## src/rtl/gdsb_pkg.sv

```systemverilog
package gdsb_pkg;

    localparam int MAX_GRID_WIDTH_DEF = 512;

    localparam int PIX_W   = 8;
    localparam int GRAY_W  = 7;
    localparam int COL_W   = 9;
    localparam int ROW_W   = 9;
    localparam int SUM_W   = 12;
    localparam int IDX_W   = 1;
    localparam int CFG_W   = 9;
    localparam int S_DATA_W = 8;
    localparam int S_USER_W = 1;
    localparam int M_DATA_W = 48;

    localparam int SHADOW_SHIFT = 4;
    localparam int CENTER_SHIFT = 3;

    localparam logic [ROW_W-1:0] ROW_MAX = '1;

    localparam logic [IDX_W-1:0] REG_BITMAP_WIDTH  = 1'b0;
    localparam logic [IDX_W-1:0] REG_SHADOW_ENABLE = 1'b1;

endpackage

```

## src/rtl/gdsb_line_store.sv

```systemverilog
module gdsb_line_store #(
    parameter int DEPTH = gdsb_pkg::MAX_GRID_WIDTH_DEF,
    parameter int AW    = $clog2(gdsb_pkg::MAX_GRID_WIDTH_DEF)
) (
    input  logic                      aclk,
    input  logic                      wr_en,
    input  logic [AW-1:0]             wr_addr,
    input  logic [gdsb_pkg::PIX_W-1:0] wr_data,
    input  logic                      rd_en,
    input  logic [AW-1:0]             rd_addr,
    output logic [gdsb_pkg::PIX_W-1:0] rd_data
);

    logic [gdsb_pkg::PIX_W-1:0] mem [DEPTH];
    logic [gdsb_pkg::PIX_W-1:0] rd_data_reg;

    always_ff @(posedge aclk) begin
        if (wr_en) begin
            mem[wr_addr] <= wr_data;
        end
    end

    always_ff @(posedge aclk) begin
        if (rd_en) begin
            rd_data_reg <= mem[rd_addr];
        end
    end

    assign rd_data = rd_data_reg;

endmodule

```

## config.mk

```make
export PLATFORM = sky130hd
export DESIGN_NAME = gdsb_line_store
export DESIGN_NICKNAME = d
export VERILOG_FILES = /design/src/rtl/gdsb_pkg.sv /design/src/rtl/gdsb_line_store.sv
export SDC_FILE = /design/constraint.sdc
export NUM_CORES = 2
export LEC_CHECK = 0
export ABC_CLOCK_PERIOD_IN_PS = 3000
export BUFFER_PORTS_ARGS = -buffer_cell sky130_fd_sc_hd__buf_4
export CAP_MARGIN = 20
export CORE_ASPECT_RATIO = 1.5
export CORE_MARGIN = 3
export CORE_UTILIZATION = 55
export DETAILED_ROUTE_END_ITERATION = 7
export GPL_TIMING_DRIVEN = 1
export HOLD_SLACK_MARGIN = 0.1
export PLACE_DENSITY = 0.72
export SETUP_SLACK_MARGIN = 0.05
export SYNTH_ARGS = -nofsm -noshare
export SYNTH_HDL_FRONTEND = slang
export SYNTH_SLANG_ARGS = --single-unit
```

## constraint.sdc

```tcl
create_clock -name aclk -period 3 [get_ports aclk]
set_clock_uncertainty 0.05 [all_clocks]
set_input_delay 0.3 -clock aclk [delete_from_list [all_inputs] [get_ports aclk]]
set_output_delay 0.3 -clock aclk [all_outputs]
set_load 0.1 [all_outputs]
```

### Yosys cells after proc, flatten, opt, wreduce, memory -nomap -nowiden

Memories as Yosys holds them, arrays and structs flattened. A register that Yosys moved wholly into a read port is not among the register bits.
Index checks and enable logic that the tools add are counted.

| word-level totals | value |
|---|---|
| memory bits (writable) | 4096 |
| register bits after elaboration | 0 |
| output and inout bits | 8 |
| memories kept | 1 |
| bits of input ports | 29 |
| logic and storage cells | 3 |

Memory list:

| name | words | width | read ports | clocked after memory_dff | wr ports | RTL line | text |
|---|---|---|---|---|---|---|---|
| mem | 512 | 8 | 1 | 1 | 1 | gdsb_line_store.sv:14 | `logic [gdsb_pkg::PIX_W-1:0] mem [DEPTH];` |

| cells by class | value |
|---|---|
| mux-type cells | 2 |

Operator list:

| operator | number |
|---|---|
| 1-bit 2-to-1 mux | 2 |

### Depth between registers and ports, before layout

| depth | value |
|---|---|
| depth in word-level cells | 2 |
| depth in mapped cells | 12 |

### Worst setup path after synthesis

Ideal clock, no wire load.

| timing path | value |
|---|---|
| path kind | input to register |
| start point | input rd_addr[0] |
| end point | register rd_data_reg, in the netlist rd_data[0], read port of mem (data pin) |
| cell stages on the path | 10 |
| setup slack | 0.539 ns |
| data required time | 2.693 ns |
| arrival | 2.154 ns |
| cell sequence | buf_4 > buf_12 > buf_12 > buf_2 > mux4_2 > o21ai_0 > nand3_1 > nand4_1 > o21ai_0 > o2111a_1 |

RTL lines:

| element | RTL line | text |
|---|---|---|
| start: declaration | gdsb_line_store.sv:10 | `input logic [AW-1:0] rd_addr,` |
| end: declaration | gdsb_line_store.sv:15 | `logic [gdsb_pkg::PIX_W-1:0] rd_data_reg;` |

==> impl_metrics.ini <==
[run_status]
status = complete, but fails checks
violations = setup timing

[synth]
synth.area.top_cells = edfxtp_1 (77%), mux4_2 (9.2%), mux2i_1 (5.0%), o221ai_1 (2.0%), nor2_1 (1.4%)
netlist_top_cells_count = edfxtp_1 (4,104), mux2i_1 (797), mux4_2 (654)
postSynthCellCount = 8030
post-synth-top-area-fraction_pct = 77.0
syn-num-nets = 8059
yosys_register_bits = 4104
synth.most_common_cell = edfxtp_1
yosys_warnings = 0
synthArstFlopShare_pct = 0
synth_edf_count = 4104
avgSynthCellArea_um2 = 19.9
seq_area_frac_synth_pct = 77.0
yosysUniqueCellTypes = 50
ys.flop_type = edfxtp_1
syn_area_mm2 = 0.160
yosys.area.top_type = edfxtp_1

[worst_setup_path]
r2r_start = mem[159][7]
cp.required_ns = 3.70
reg2regPathDepth = 8
crit_fanout = 16
crit_type = primary input to flip-flop
worstReg2RegEnd = rd_data[7]
cp.arrival_ns = 3.75
worst_setup_path_start_kind = primary input
reg2reg_slack_ns = 0.06
cp-end-kind = flip-flop

[power]
p_int_w = 0.0907
seqPwrFrac_pct = 54.9
leakage_nw = 60.5
clkPwrFrac_pct = 39.2
combPwrFrac_pct = 5.9
power_density_mw_per_mm2 = 624
p_switching_w = 0.0243
swShare_pct = 21.1
ir_drop_v = 0.000623

[hold_path]
hp-class = primary input to flip-flop
hold_path.startpoint = wr_addr[7]
hold_end = mem[99][6]
hold_depth = 5

[route]
wl_um = 429000
num_vias = 85721
route.detailed.drc = 0
wl_per_cell_um = 32.7
drt_iter0_drc = 9727
ant_nets = 0
first_pass_iters = 6
vias_per_cell = 6.53

[grt]
grt_max_degree = 141
antenna_found_initial = 25
grt_overflow_total = 0
grtUsageTotal_pct = 28.9
grt_pass1_wl_um = 619000
grt_pass1_vias = 87406

[timing]
setup_ws_ns = -0.0581
tightest_slew_ns = 0.950
max_freq_ghz = 0.327
report.final.slew_viol_count = 0
rsz0062_at_grt = false
finalCritPeriodShare_pct = 102
hold_ws_ns = 0.224
slew_headroom_pct = 36.0
setup_viol = 3
period_needed_ns = 3.06
hold_viol_final = 0

[cts]
clkTransAtPathRegs_ns = 0.07
htree_levels = 5
cts_root_buffer = clkbuf_16
cts_buffer_depth = 4
cts_tree = built
cts-buffers-inserted = 351
cts_setup_buffers = 0
clk_latency_ns = 0.90
tritoncts_num_sinks = 4104

[finish]
fillers = 18930
drive_gt1_share_pct = 25.3
area_delta_synth_final_pct = 15.3
fin_util_pct = 64.0
nets = 9108
largest_reg_flops = 4096
final_cells = 13120

[floorplan]
initial_core_util_pct = 55.5
dieArea_mm2 = 0.298
die_h_um = 667
row_count = 241
die_w_um = 446
num_io_pins = 37
coreArea_mm2 = 0.288

[placement]
gp_congestion = 0.998
dp_hpwl_um = 282000
io_buffers = 36
dpl.cell_count = 12481

[job]
drv_cap = 0
-- layout make-up --
| class | count | area, um^2 | share of cell area [%] |
|---|---|---|---|
| Antenna cell | 9 | 22.5 | 0.0122 |
| Clock buffer | 417 | 9240 | 5.01 |
| Clock inverter | 202 | 1950 | 1.06 |
| Inverter | 3 | 18.8 | 0.0102 |
| Multi-Input combinational cell | 3410 | 34000 | 18.4 |
| Sequential cell | 4104 | 123000 | 66.8 |
| Tap cell | 3766 | 4710 | 2.55 |
| Timing Repair Buffer | 1209 | 11300 | 6.12 |
-- placed cells by master, fill, tap and decap left out, types with 17 or more instances in the layout --
master     instances
a211oi_1          17
a21oi_1          194
a22oi_1           61
and2_1            20
buf_12           167
buf_4           1019
bufinv_16         36
clkbuf_1          56
clkbuf_16        361
clkinv_1          84
clkinv_2          50
edfxtp_1        4104
mux2i_1          797
mux4_2           654
nand2_1           96
nand3_1           32
nand4_1           32
nor2_1           597
nor3_1           109
nor4_1            35
o21ai_0          108
o221ai_1         371
o22ai_1          163
-- stage by stage --
stage          setup TNS, ns  area [um^2]  total power, W  setup WS, ns
5_1_grt                    0       184000           0.118        0.0538
6_report              -0.109       184000           0.115       -0.0581
3_5_place_dp           -7.38       173000          0.0711         -1.16
4_1_cts                    0       184000           0.115       0.00195
2_1_floorplan              0       160000          0.0675         0.539
3_3_place_gp           -7.26       173000          0.0709         -1.14
-- power by group through the flow --
| stage | combinational, W | clock [W] | sequential [W] |
|---|---|---|---|
| floorplan | 0.00300 | 0 | 0.0645 |
| global placement | 0.00651 | 0 | 0.0644 |
| detailed placement | 0.00663 | 0 | 0.0644 |
| CTS | 0.00668 | 0.0454 | 0.0632 |
| global route | 0.00699 | 0.0475 | 0.0632 |
| finish | 0.00675 | 0.0451 | 0.0632 |
-- layer usage --
metal	GRT usage, %	vias up	part of all wire [%]
met5	0	-	0.041
met4	17.5	26	7.4
met3	5.05	1174	8.6
met2	48.9	4839	51
met1	34.8	44194	33
li1	-	35488	-
-- worst max-delay path: stages --
cell and delay, ns:
buf_8 0.12, or2_4 0.34, buf_4 0.21, buf_12 0.17, buf_4 0.22, o221ai_1 0.39, a21oi_1 0.21, nor2_1 0.29
nand3_1 0.47, o21ai_1 0.71, o2111a_1 0.27
-- how the worst max path moves through the flow --
stage / start / end / slack, ns / cells past startpoint
2_1_floorplan: rd_addr[0] / rd_data[0] / 0.54 / 10
3_3_place_gp: rd_addr[1] / rd_data[0] / -1.14 / 12
3_5_place_dp: rd_addr[1] / rd_data[0] / -1.16 / 12
4_1_cts: rd_addr[0] / rd_data[0] / 0.002 / 11
5_1_grt: rd_addr[1] / rd_data[5] / 0.05 / 12
6_report: rd_addr[1] / rd_data[0] / -0.06 / 11
-- cells by family (layout without fill, tap and decap cells) --
| group | Yosys count | in the layout | synth area share [%] |
|---|---|---|---|
| compound gates | 979 | 979 | 4.31 |
| buf+inv | 516 | 1831 | 1.85 |
| flops | 4104 | 4104 | 77.0 |
| mux | 1451 | 1451 | 14.2 |
| other cells | 0 | 9 | 0 |
| simple gates | 980 | 980 | 2.63 |
-- timing repair --
item | CTS | global route
endpoints found under the hold margin | 1264 | 0
hold buffers | 11 | 0
resized for setup | 5 | 9
cloned | 0 | 0
setup endpoints to repair | 5 | 5
Power figures use the tool's default switching activity.
